`src/design/tsc_pkg.sv`:
```
// shared types and constants of the two-stack calculator
`timescale 1ns / 1ps
`default_nettype none

package tsc_pkg;

    localparam int VALUE_DEPTH_DEF    = 20;
    localparam int OPERATOR_DEPTH_DEF = 16;

    localparam logic [7:0] CHAR_ADD = 8'h2B;
    localparam logic [7:0] CHAR_SUB = 8'h2D;
    localparam logic [7:0] CHAR_MUL = 8'h2A;
    localparam logic [7:0] CHAR_DIV = 8'h2F;

    localparam int DIV_W     = 48;
    localparam int DIV_STEPS = 48;
    localparam int DIV_CNT_W = 6;

    typedef enum logic [1:0] {
        MODE_PUSH_OP  = 2'd0,
        MODE_PUSH_VAL = 2'd1,
        MODE_EXEC     = 2'd2,
        MODE_NONE     = 2'd3
    } t_mode;

    typedef enum logic [1:0] {
        OP_ADD = 2'd0,
        OP_SUB = 2'd1,
        OP_MUL = 2'd2,
        OP_DIV = 2'd3
    } t_opcode;

    typedef enum logic [2:0] {
        ST_OK       = 3'd0,
        ST_BAD_OP   = 3'd1,
        ST_VAL_FULL = 3'd2,
        ST_OP_FULL  = 3'd3,
        ST_FEW      = 3'd4,
        ST_DIV0     = 3'd5
    } t_status;

    typedef enum logic [2:0] {
        RES_ZERO = 3'd0,
        RES_ADD  = 3'd1,
        RES_SUB  = 3'd2,
        RES_MUL  = 3'd3,
        RES_DIV  = 3'd4
    } t_res_sel;

    typedef struct packed {
        logic     load;
        logic     push_op;
        logic     push_val;
        logic     pop_first;
        logic     pop_second;
        logic     cap_next;
        logic     mul_start;
        logic     div_init;
        logic     div_step;
        logic     emit;
        logic     report;
        t_status  status;
        t_res_sel res_sel;
    } t_cmd;

    typedef struct packed {
        t_mode   mode;
        logic    op_bad;
        logic    op_full;
        logic    val_full;
        logic    few;
        t_opcode opc;
        logic    nxt_zero;
        logic    div_last;
    } t_stat;

endpackage

`default_nettype wire

```
`src/design/tsc_dp.sv`:
```
// datapath: item registers, both stacks, add/sub, multiplier, serial divider, result register
`timescale 1ns / 1ps
`default_nettype none

module tsc_dp #(
    parameter int VALUE_DEPTH    = tsc_pkg::VALUE_DEPTH_DEF,
    parameter int OPERATOR_DEPTH = tsc_pkg::OPERATOR_DEPTH_DEF
) (
    input  wire logic               i_clk,
    input  wire logic               i_rst_n,
    input  wire tsc_pkg::t_cmd      i_cmd,
    output tsc_pkg::t_stat          o_stat,
    input  wire logic [1:0]         i_mode,
    input  wire logic [7:0]         i_operator_char,
    input  wire logic signed [31:0] i_value,
    output logic                    o_done,
    output logic [2:0]              o_status,
    output logic signed [31:0]      o_result,
    output logic signed [31:0]      o_top_operand,
    output logic signed [31:0]      o_next_operand,
    output logic [1:0]              o_operator_used
);
    import tsc_pkg::*;

    localparam int VAL_CW = $clog2(VALUE_DEPTH + 1);
    localparam int VAL_AW = $clog2(VALUE_DEPTH);
    localparam int OP_CW  = $clog2(OPERATOR_DEPTH + 1);
    localparam int OP_AW  = (OPERATOR_DEPTH > 1) ? $clog2(OPERATOR_DEPTH) : 1;

    localparam logic [31:0] Q_MAX = 32'h7FFF_FFFF;
    localparam logic [31:0] Q_MIN = 32'h8000_0000;

    // item registers
    t_mode              r_mode;
    logic [7:0]         r_char;
    logic signed [31:0] r_val;

    // stacks
    logic [VAL_CW-1:0]  r_val_cnt;
    logic [OP_CW-1:0]   r_op_cnt;
    logic signed [31:0] r_val_mem [VALUE_DEPTH];
    t_opcode            r_op_mem [OPERATOR_DEPTH];
    logic signed [31:0] r_val_rd;
    t_opcode            r_op_rd;

    // operands
    logic signed [31:0] r_top;
    logic signed [31:0] r_nxt;
    t_opcode            r_opc;

    // multiplier and divider
    logic signed [63:0]   r_prod;
    logic [DIV_W-1:0]     r_quo;
    logic [31:0]          r_rem;
    logic [31:0]          r_dsr;
    logic                 r_neg;
    logic [DIV_CNT_W-1:0] r_div_cnt;

    // result register
    logic               r_done;
    t_status            r_status;
    logic signed [31:0] r_result;
    logic signed [31:0] r_top_out;
    logic signed [31:0] r_nxt_out;
    t_opcode            r_opu;

    logic              op_ok;
    t_opcode           op_code;
    logic [VAL_CW-1:0] val_cnt_m1;
    logic [OP_CW-1:0]  op_cnt_m1;
    logic [VAL_AW-1:0] val_wa;
    logic [VAL_AW-1:0] val_ra;
    logic [OP_AW-1:0]  op_wa;
    logic [OP_AW-1:0]  op_ra;
    logic [31:0]       top_bits;
    logic [31:0]       nxt_bits;
    logic [31:0]       top_abs;
    logic [31:0]       nxt_abs;
    logic [32:0]       rem_sh;
    logic              rem_ge;
    logic [32:0]       rem_sub;
    logic [32:0]       sum33;
    logic [32:0]       dif33;
    logic [31:0]       add_res;
    logic [31:0]       sub_res;
    logic [31:0]       mul_res;
    logic [31:0]       div_res;
    logic              mul_ovf;
    logic [31:0]       res_mux;

    always_comb begin
        op_ok   = 1'b1;
        op_code = OP_ADD;
        priority if (r_char == CHAR_ADD) begin
            op_code = OP_ADD;
        end else if (r_char == CHAR_SUB) begin
            op_code = OP_SUB;
        end else if (r_char == CHAR_MUL) begin
            op_code = OP_MUL;
        end else if (r_char == CHAR_DIV) begin
            op_code = OP_DIV;
        end else begin
            op_ok = 1'b0;
        end
    end

    assign val_cnt_m1 = r_val_cnt - 1'b1;
    assign op_cnt_m1  = r_op_cnt - 1'b1;
    assign val_wa     = r_val_cnt[VAL_AW-1:0];
    assign val_ra     = val_cnt_m1[VAL_AW-1:0];
    assign op_wa      = r_op_cnt[OP_AW-1:0];
    assign op_ra      = op_cnt_m1[OP_AW-1:0];

    always_comb begin
        o_stat          = '0;
        o_stat.mode     = r_mode;
        o_stat.op_bad   = !op_ok;
        o_stat.op_full  = (r_op_cnt == OP_CW'(OPERATOR_DEPTH));
        o_stat.val_full = (r_val_cnt == VAL_CW'(VALUE_DEPTH));
        o_stat.few      = (r_op_cnt == '0) || (r_val_cnt < VAL_CW'(2));
        o_stat.opc      = r_opc;
        o_stat.nxt_zero = (r_nxt == '0);
        o_stat.div_last = (r_div_cnt == DIV_CNT_W'(DIV_STEPS - 1));
    end

    always_ff @(posedge i_clk) begin
        if (i_cmd.load) begin
            r_mode <= t_mode'(i_mode);
            r_char <= i_operator_char;
            r_val  <= i_value;
        end
    end

    always_ff @(posedge i_clk) begin
        if (i_cmd.push_val) begin
            r_val_mem[val_wa] <= r_val;
        end
        if (i_cmd.pop_first || i_cmd.pop_second) begin
            r_val_rd <= r_val_mem[val_ra];
        end
    end

    always_ff @(posedge i_clk) begin
        if (i_cmd.push_op) begin
            r_op_mem[op_wa] <= op_code;
        end
        if (i_cmd.pop_first) begin
            r_op_rd <= r_op_mem[op_ra];
        end
    end

    always_ff @(posedge i_clk) begin
        if (!i_rst_n) begin
            r_val_cnt <= '0;
            r_op_cnt  <= '0;
        end else begin
            if (i_cmd.push_val) begin
                r_val_cnt <= r_val_cnt + 1'b1;
            end else if (i_cmd.pop_first || i_cmd.pop_second) begin
                r_val_cnt <= val_cnt_m1;
            end
            if (i_cmd.push_op) begin
                r_op_cnt <= r_op_cnt + 1'b1;
            end else if (i_cmd.pop_first) begin
                r_op_cnt <= op_cnt_m1;
            end
        end
    end

    always_ff @(posedge i_clk) begin
        if (i_cmd.pop_second) begin
            r_top <= r_val_rd;
            r_opc <= r_op_rd;
        end
        if (i_cmd.cap_next) begin
            r_nxt <= r_val_rd;
        end
        if (i_cmd.mul_start) begin
            r_prod <= r_top * r_nxt;
        end
    end

    // magnitude restoring divider, one quotient bit a beat
    assign top_bits = r_top;
    assign nxt_bits = r_nxt;
    assign top_abs  = top_bits[31] ? (~top_bits + 32'd1) : top_bits;
    assign nxt_abs  = nxt_bits[31] ? (~nxt_bits + 32'd1) : nxt_bits;
    assign rem_sh   = {r_rem, r_quo[DIV_W-1]};
    assign rem_ge   = (rem_sh >= {1'b0, r_dsr});
    assign rem_sub  = rem_sh - {1'b0, r_dsr};

    always_ff @(posedge i_clk) begin
        if (i_cmd.div_init) begin
            r_quo     <= {top_abs, 16'h0000};
            r_dsr     <= nxt_abs;
            r_rem     <= '0;
            r_neg     <= top_bits[31] ^ nxt_bits[31];
            r_div_cnt <= '0;
        end else if (i_cmd.div_step) begin
            r_rem     <= rem_ge ? rem_sub[31:0] : rem_sh[31:0];
            r_quo     <= {r_quo[DIV_W-2:0], rem_ge};
            r_div_cnt <= r_div_cnt + 1'b1;
        end
    end

    always_comb begin
        sum33   = {top_bits[31], top_bits} + {nxt_bits[31], nxt_bits};
        dif33   = {top_bits[31], top_bits} - {nxt_bits[31], nxt_bits};
        add_res = (sum33[32] != sum33[31]) ? (sum33[32] ? Q_MIN : Q_MAX) : sum33[31:0];
        sub_res = (dif33[32] != dif33[31]) ? (dif33[32] ? Q_MIN : Q_MAX) : dif33[31:0];
        mul_ovf = !((&r_prod[63:47]) || !(|r_prod[63:47]));
        mul_res = mul_ovf ? (r_prod[63] ? Q_MIN : Q_MAX) : r_prod[47:16];
        if (r_neg) begin
            div_res = ((|r_quo[DIV_W-1:32]) || (r_quo[31] && (|r_quo[30:0])))
                    ? Q_MIN : (~r_quo[31:0] + 32'd1);
        end else begin
            div_res = (|r_quo[DIV_W-1:31]) ? Q_MAX : r_quo[31:0];
        end
        unique case (i_cmd.res_sel)
            RES_ADD: res_mux = add_res;
            RES_SUB: res_mux = sub_res;
            RES_MUL: res_mux = mul_res;
            RES_DIV: res_mux = div_res;
            default: res_mux = '0;
        endcase
    end

    always_ff @(posedge i_clk) begin
        if (!i_rst_n) begin
            r_done <= 1'b0;
        end else begin
            r_done <= i_cmd.emit;
        end
    end

    always_ff @(posedge i_clk) begin
        if (i_cmd.emit) begin
            r_status  <= i_cmd.status;
            r_result  <= res_mux;
            r_top_out <= i_cmd.report ? r_top : '0;
            r_nxt_out <= i_cmd.report ? r_nxt : '0;
            r_opu     <= i_cmd.report ? r_opc : OP_ADD;
        end
    end

    assign o_done          = r_done;
    assign o_status        = r_status;
    assign o_result        = r_result;
    assign o_top_operand   = r_top_out;
    assign o_next_operand  = r_nxt_out;
    assign o_operator_used = r_opu;

    a_val_cnt_bound: assert property (@(posedge i_clk) disable iff (!i_rst_n)
        r_val_cnt <= VAL_CW'(VALUE_DEPTH))
        else $error("value count past depth");

    a_op_cnt_bound: assert property (@(posedge i_clk) disable iff (!i_rst_n)
        r_op_cnt <= OP_CW'(OPERATOR_DEPTH))
        else $error("operator count past depth");

    a_no_push_full: assert property (@(posedge i_clk) disable iff (!i_rst_n)
        !(i_cmd.push_val && o_stat.val_full) && !(i_cmd.push_op && o_stat.op_full))
        else $error("push into full stack");

    a_pop_dec: assert property (@(posedge i_clk) disable iff (!i_rst_n)
        i_cmd.pop_first |=> (r_op_cnt == OP_CW'($past(r_op_cnt) - 1'b1)))
        else $error("operator pop did not decrement");

endmodule

`default_nettype wire

```
`src/design/tsc_ctrl.sv`:
```
// controller state machine sequencing decode, pops and the arithmetic units
`timescale 1ns / 1ps
`default_nettype none

module tsc_ctrl (
    input  wire logic           i_clk,
    input  wire logic           i_rst_n,
    input  wire logic           i_start,
    output logic                o_busy,
    input  wire tsc_pkg::t_stat i_stat,
    output tsc_pkg::t_cmd       o_cmd
);
    import tsc_pkg::*;

    typedef enum logic [7:0] {
        S_IDLE  = 8'b0000_0001,
        S_CHECK = 8'b0000_0010,
        S_POP1  = 8'b0000_0100,
        S_POP2  = 8'b0000_1000,
        S_EXEC  = 8'b0001_0000,
        S_MUL   = 8'b0010_0000,
        S_DIV   = 8'b0100_0000,
        S_DFIN  = 8'b1000_0000
    } t_state;

    t_state r_state;
    t_state n_state;

    always_comb begin
        n_state = r_state;
        o_cmd   = '0;
        unique case (r_state)
            S_IDLE: begin
                if (i_start) begin
                    o_cmd.load = 1'b1;
                    n_state    = S_CHECK;
                end
            end
            S_CHECK: begin
                n_state    = S_IDLE;
                o_cmd.emit = 1'b1;
                unique case (i_stat.mode)
                    MODE_PUSH_OP: begin
                        priority if (i_stat.op_bad) begin
                            o_cmd.status = ST_BAD_OP;
                        end else if (i_stat.op_full) begin
                            o_cmd.status = ST_OP_FULL;
                        end else begin
                            o_cmd.push_op = 1'b1;
                        end
                    end
                    MODE_PUSH_VAL: begin
                        if (i_stat.val_full) begin
                            o_cmd.status = ST_VAL_FULL;
                        end else begin
                            o_cmd.push_val = 1'b1;
                        end
                    end
                    MODE_EXEC: begin
                        if (i_stat.few) begin
                            o_cmd.status = ST_FEW;
                        end else begin
                            o_cmd.emit      = 1'b0;
                            o_cmd.pop_first = 1'b1;
                            n_state         = S_POP1;
                        end
                    end
                    default: begin
                        o_cmd.status = ST_OK;
                    end
                endcase
            end
            S_POP1: begin
                o_cmd.pop_second = 1'b1;
                n_state          = S_POP2;
            end
            S_POP2: begin
                o_cmd.cap_next = 1'b1;
                n_state        = S_EXEC;
            end
            S_EXEC: begin
                unique case (i_stat.opc)
                    OP_ADD: begin
                        o_cmd.emit    = 1'b1;
                        o_cmd.report  = 1'b1;
                        o_cmd.res_sel = RES_ADD;
                        n_state       = S_IDLE;
                    end
                    OP_SUB: begin
                        o_cmd.emit    = 1'b1;
                        o_cmd.report  = 1'b1;
                        o_cmd.res_sel = RES_SUB;
                        n_state       = S_IDLE;
                    end
                    OP_MUL: begin
                        o_cmd.mul_start = 1'b1;
                        n_state         = S_MUL;
                    end
                    default: begin
                        if (i_stat.nxt_zero) begin
                            o_cmd.emit   = 1'b1;
                            o_cmd.report = 1'b1;
                            o_cmd.status = ST_DIV0;
                            n_state      = S_IDLE;
                        end else begin
                            o_cmd.div_init = 1'b1;
                            n_state        = S_DIV;
                        end
                    end
                endcase
            end
            S_MUL: begin
                o_cmd.emit    = 1'b1;
                o_cmd.report  = 1'b1;
                o_cmd.res_sel = RES_MUL;
                n_state       = S_IDLE;
            end
            S_DIV: begin
                o_cmd.div_step = 1'b1;
                if (i_stat.div_last) begin
                    n_state = S_DFIN;
                end
            end
            S_DFIN: begin
                o_cmd.emit    = 1'b1;
                o_cmd.report  = 1'b1;
                o_cmd.res_sel = RES_DIV;
                n_state       = S_IDLE;
            end
            default: begin
                n_state = S_IDLE;
            end
        endcase
    end

    always_ff @(posedge i_clk) begin
        if (!i_rst_n) begin
            r_state <= S_IDLE;
        end else begin
            r_state <= n_state;
        end
    end

    assign o_busy = (r_state != S_IDLE);

endmodule

`default_nettype wire

```
`src/design/two_stack_calculator.sv`:
```
// top level of the two-stack Q16.16 calculator
//
// usage: drive i_mode, i_operator_char and i_value and raise start; the beat
// is taken at a rising edge with start high and busy low. mode 0 pushes an
// operator (+ - * /), mode 1 pushes a value, mode 2 pops one operator and two
// values and computes top op next with saturation, mode 3 does nothing.
// every beat gives exactly one result beat: o_done is high for one cycle
// with o_status, o_result, o_top_operand, o_next_operand, o_operator_used.
// a push or a rejected beat is decided in the check state; add, sub and divide
// by zero pop through both pop states to the exec state, mul adds the mul state,
// and divide runs the 48-step radix-2 divider, one quotient bit a cycle, then
// its finish state. one beat is worked on at a time; busy is low while
// the result shows, so the next beat can be taken at the edge that takes it.
// the result is not held: the receiver must take it in its one cycle.
// reset clears both stack counts and the controller; stack contents are not
// cleared and are only read after being pushed.
`timescale 1ns / 1ps
`default_nettype none

module two_stack_calculator #(
    parameter int VALUE_DEPTH    = tsc_pkg::VALUE_DEPTH_DEF,
    parameter int OPERATOR_DEPTH = tsc_pkg::OPERATOR_DEPTH_DEF
) (
    input  wire logic               i_clk,
    input  wire logic               i_rst_n,
    input  wire logic               start,
    output logic                    busy,
    input  wire logic [1:0]         i_mode,
    input  wire logic [7:0]         i_operator_char,
    input  wire logic signed [31:0] i_value,
    output logic                    o_done,
    output logic [2:0]              o_status,
    output logic signed [31:0]      o_result,
    output logic signed [31:0]      o_top_operand,
    output logic signed [31:0]      o_next_operand,
    output logic [1:0]              o_operator_used
);
    import tsc_pkg::*;

    t_cmd  cmd;
    t_stat stat;

    tsc_ctrl u_ctrl (
        .i_clk   (i_clk),
        .i_rst_n (i_rst_n),
        .i_start (start),
        .o_busy  (busy),
        .i_stat  (stat),
        .o_cmd   (cmd)
    );

    tsc_dp #(
        .VALUE_DEPTH    (VALUE_DEPTH),
        .OPERATOR_DEPTH (OPERATOR_DEPTH)
    ) u_dp (
        .i_clk           (i_clk),
        .i_rst_n         (i_rst_n),
        .i_cmd           (cmd),
        .o_stat          (stat),
        .i_mode          (i_mode),
        .i_operator_char (i_operator_char),
        .i_value         (i_value),
        .o_done          (o_done),
        .o_status        (o_status),
        .o_result        (o_result),
        .o_top_operand   (o_top_operand),
        .o_next_operand  (o_next_operand),
        .o_operator_used (o_operator_used)
    );

endmodule

`default_nettype wire

```
`config.mk`:
```
export PLATFORM = sky130hd
export DESIGN_NAME = two_stack_calculator
export DESIGN_NICKNAME = d
export VERILOG_FILES = /design/src/design/tsc_pkg.sv /design/src/design/tsc_dp.sv /design/src/design/tsc_ctrl.sv /design/src/design/two_stack_calculator.sv
export SDC_FILE = /design/constraint.sdc
export NUM_CORES = 2
export LEC_CHECK = 0
export BUFFER_PORTS_ARGS = -buffer_cell sky130_fd_sc_hd__buf_4
export CAP_MARGIN = 20
export CORE_AREA = 2 2 414 416
export CTS_BUF_LIST = sky130_fd_sc_hd__clkbuf_2 sky130_fd_sc_hd__clkbuf_4 sky130_fd_sc_hd__clkbuf_8
export CTS_CLUSTER_SIZE = 10
export DETAILED_ROUTE_END_ITERATION = 8
export DIE_AREA = 0 0 416 418
export PLACE_DENSITY_LB_ADDON = 0.3
export SLEW_MARGIN = 25
export SYNTH_ARGS = -nofsm -noshare
export SYNTH_HDL_FRONTEND = slang
export SYNTH_SLANG_ARGS = --single-unit
```
`constraint.sdc`:
```
create_clock -name i_clk -period 22.1 [get_ports i_clk]
set_input_delay 2.21 -clock i_clk [delete_from_list [all_inputs] [get_ports i_clk]]
set_output_delay 2.21 -clock i_clk [all_outputs]
set_load 0.05 [all_outputs]
```
==> impl_metrics.ini <==
[synthesis]
synth_most_common_cell = inv_1
synth.top_cell.area_share_pct = 36.7
ys_top_cells_by_area = edfxtp_1 (37%), fa_1 (26%), mux4_2 (5.4%), inv_1 (5.0%), ha_1 (4.3%)
synth_xor_area_share_pct = 2.17
ys_warn_count = 0
synth_common_cells = inv_1 (1130), fa_1 (1084), edfxtp_1 (1028)
postSynthNetCount = 8480
syn_area_per_cell_sq_um = 11.9
synth_fa_ha_area_share_pct = 30.1
synth.cell_area_sq_um = 84200
yosysTopAreaCell = edfxtp_1
netlist_instances = 7060
yosys_register_bits = 1101
synth_mux_area_share_pct = 5.95
synth_top_family_by_area = adder cells
synth-async-reset-ratio_pct = 0
synth_ff_type = edfxtp_1
synth_compound_area_share_pct = 5.65
yosys.area_share.simple_pct = 10.9
synth.distinct_cells = 81
synth_edf_count = 1028
ys_seq_area_share_pct = 38.4

[timing]
max_freq_mhz = 100
slew_headroom_pct = 18.8
setup_viol = 0
tightest_slew_ps = 1210
timing.final.crit_share_pct = 45.0
fin_skew_ps = 78.0
hold_viol_final = 0
finalSetupTns_ps = 0
maxSlewViolCount = 0
rsz0062_at_grt = no
min_period_ps = 9950

[floorplan]
num_io_pins = 148
rows = 151
dieArea_sq_um = 174000
fp.dieW_um = 416
coreArea_sq_um = 169000
start_util_pct = 49.8
dieHeight_um = 418

[place]
place_hpwl_mm = 162
portBuffers = 147
place_inst = 9171
gp_congestion = 0.963

[final_layout]
drive_gt1_share_pct = 12.2
regMostFlops = u_dp.r_val_mem
multiInputGateArea_sq_um = 46400
top_regs = u_dp.r_val_mem (640), u_dp.r_prod (48), u_dp.r_quo (48)
largest_reg_flops = 640
fillers = 14200
regArea_sq_um = 32300
num-nets-final = 8561
instances_no_fill = 9519
syn2layout_area_growth_pct = 9.03

[pwr]
netSwitchingPower_w = 0.000943
irDropWorstVdd_mv = 0.0784
power_density_nw_per_um2 = 46.3
pwr-share-clk_pct = 44.4
swShare_pct = 22.2
leakagePower_nw = 37.5
power.internal_w = 0.00331
pwr-share-comb_pct = 1.2
p_seq_share_pct = 54.4

[routing]
firstDrtPassIters = 6
drt-initial-drc-count = 5104
drc = 0
drt_wl_total_mm = 237
drt-met1-wl_mm = 91.3
wl_per_cell_um = 24.9
route.met2.wl_mm = 114
antenna_left = 0
top_layer_used = met5
vias_per_cell = 5.76
wl_met3_mm = 21.4
vias = 54800

[global_route]
grt_pass1_wl_mm = 361
gr-total-overflow = 0
grt_pass1_vias = 58500
grt_max_degree = 102
track_usage_pct = 27.8
grt_antenna_before_repair = 12

[worst_setup_path]
path_max_fanout = 53
startpoint_type = register
rr_worst_depth = 26
cp_common_cell = fa_1
cp-end-kind = register
cp.arrival_ps = 10670
max_stage_delay_ps = 1070
required_ps = 22820
path_buf_inv = 6
path_class = reg2reg
crit_slowest_cell = fa_1
cp.depth = 26
crit_family = adder cells

[cts]
postCtsSetupRepairBufs = 0
cts_tree = built
cts.sinks = 1101
clockBufferDepth = 3
insertion_delay_ps = 960
clockRootBuffer = clkbuf_8
cts_resized = 0
ctsHoldBuffers = 0
clk_pin_slew_ps = 70
htreeDepth = 4
cts_made_buffers = 186

[run_status]
status = finished, final reports clean

[flow_run]
max-cap-violations = 0

[hold_path]
whs_path_depth = 0
hp-class = reg2reg
## placed cells by master, fill, tap and decap left out, types with 72 or more instances in the layout
cell type	synthesis	final
nand2_1	690	690
dfxtp_1	73	72
xor2_1	77	76
and2_1	530	530
buf_4	0	279
inv_1	1130	1129
nand3_1	87	87
nor2_1	237	219
a21oi_1	199	198
fa_1	1084	1084
o21ai_0	234	233
edfxtp_1	1028	1028
ha_1	291	290
clkbuf_8	0	197
xnor2_1	129	127
mux4_2	202	202
## through the flow
step | cell area (sq um) | setup WS (ps) | utilization (%) | hold WS, ps | total power, W
6_report | 91800 | 12150 | 54.3 | 422 | 0.00425
5_1_grt | 91800 | 11580 | 54.3 | 418 | 0.00439
4_1_cts | 91800 | 12040 | 54.3 | 413 | 0.00430
3_5_place_dp | 87900 | 12040 | 52.0 | 409 | 0.00241
3_3_place_gp | 87900 | 12170 | 52.0 | 417 | 0.00240
2_1_floorplan | 84200 | 13430 | - | 400 | 0.00237
## final timing paths
check / startpoint / end / slack [ps]
setup / recovery: u_dp.r_top[31]$_DFFE_PP_ / u_dp.r_prod[61]$_DFFE_PP_ / 12150
hold / removal: u_dp.r_val_rd[8]$_DFFE_PP_ / u_dp.r_top[8]$_DFFE_PP_ / 420
setup reg to reg: u_dp.r_top[31]$_DFFE_PP_ / u_dp.r_prod[61]$_DFFE_PP_ / 12150
hold reg to reg: u_dp.r_val_rd[8]$_DFFE_PP_ / u_dp.r_top[8]$_DFFE_PP_ / 420
## final cells by class
cell class | count | share of cell area, %
flip-flops and latches | 1101 | 35.2
repair buffers | 281 | 2.33
diodes | 5 | 0.0136
clock buffers | 248 | 3.37
multi-input cells | 4438 | 50.6
well taps | 2218 | 3.02
inverters | 1133 | 4.63
clock inverters | 95 | 0.842
## cell families (layout without fill, tap and decap cells)
kind of cell,after synthesis,after routing
buf+inv,1521,1757
xor+xnor,207,207
compound gates,763,763
mux,244,244
flops,1101,1101
simple gates,1849,1849
fa+ha+maj,1375,1375
other cells,0,5
## layer usage
layer / up-vias / GRT usage (%)
met5: - / 0
met4: 2 / 11.2
met3: 511 / 6.08
met2: 2481 / 45.9
met1: 28300 / 35.8
li1: 23500 / -
## power by group through the flow
| stage | Clock, W | Combinational, W | Sequential, W |
|---|---|---|---|
| after floorplan | 0 | 0.0000233 | 0.00235 |
| after global placement | 0 | 0.0000531 | 0.00235 |
| after detailed placement | 0 | 0.0000539 | 0.00235 |
| after CTS | 0.00194 | 0.0000540 | 0.00231 |
| after global routing | 0.00202 | 0.0000558 | 0.00231 |
| final | 0.00189 | 0.0000526 | 0.00231 |
Power figures use the tool's default switching activity.
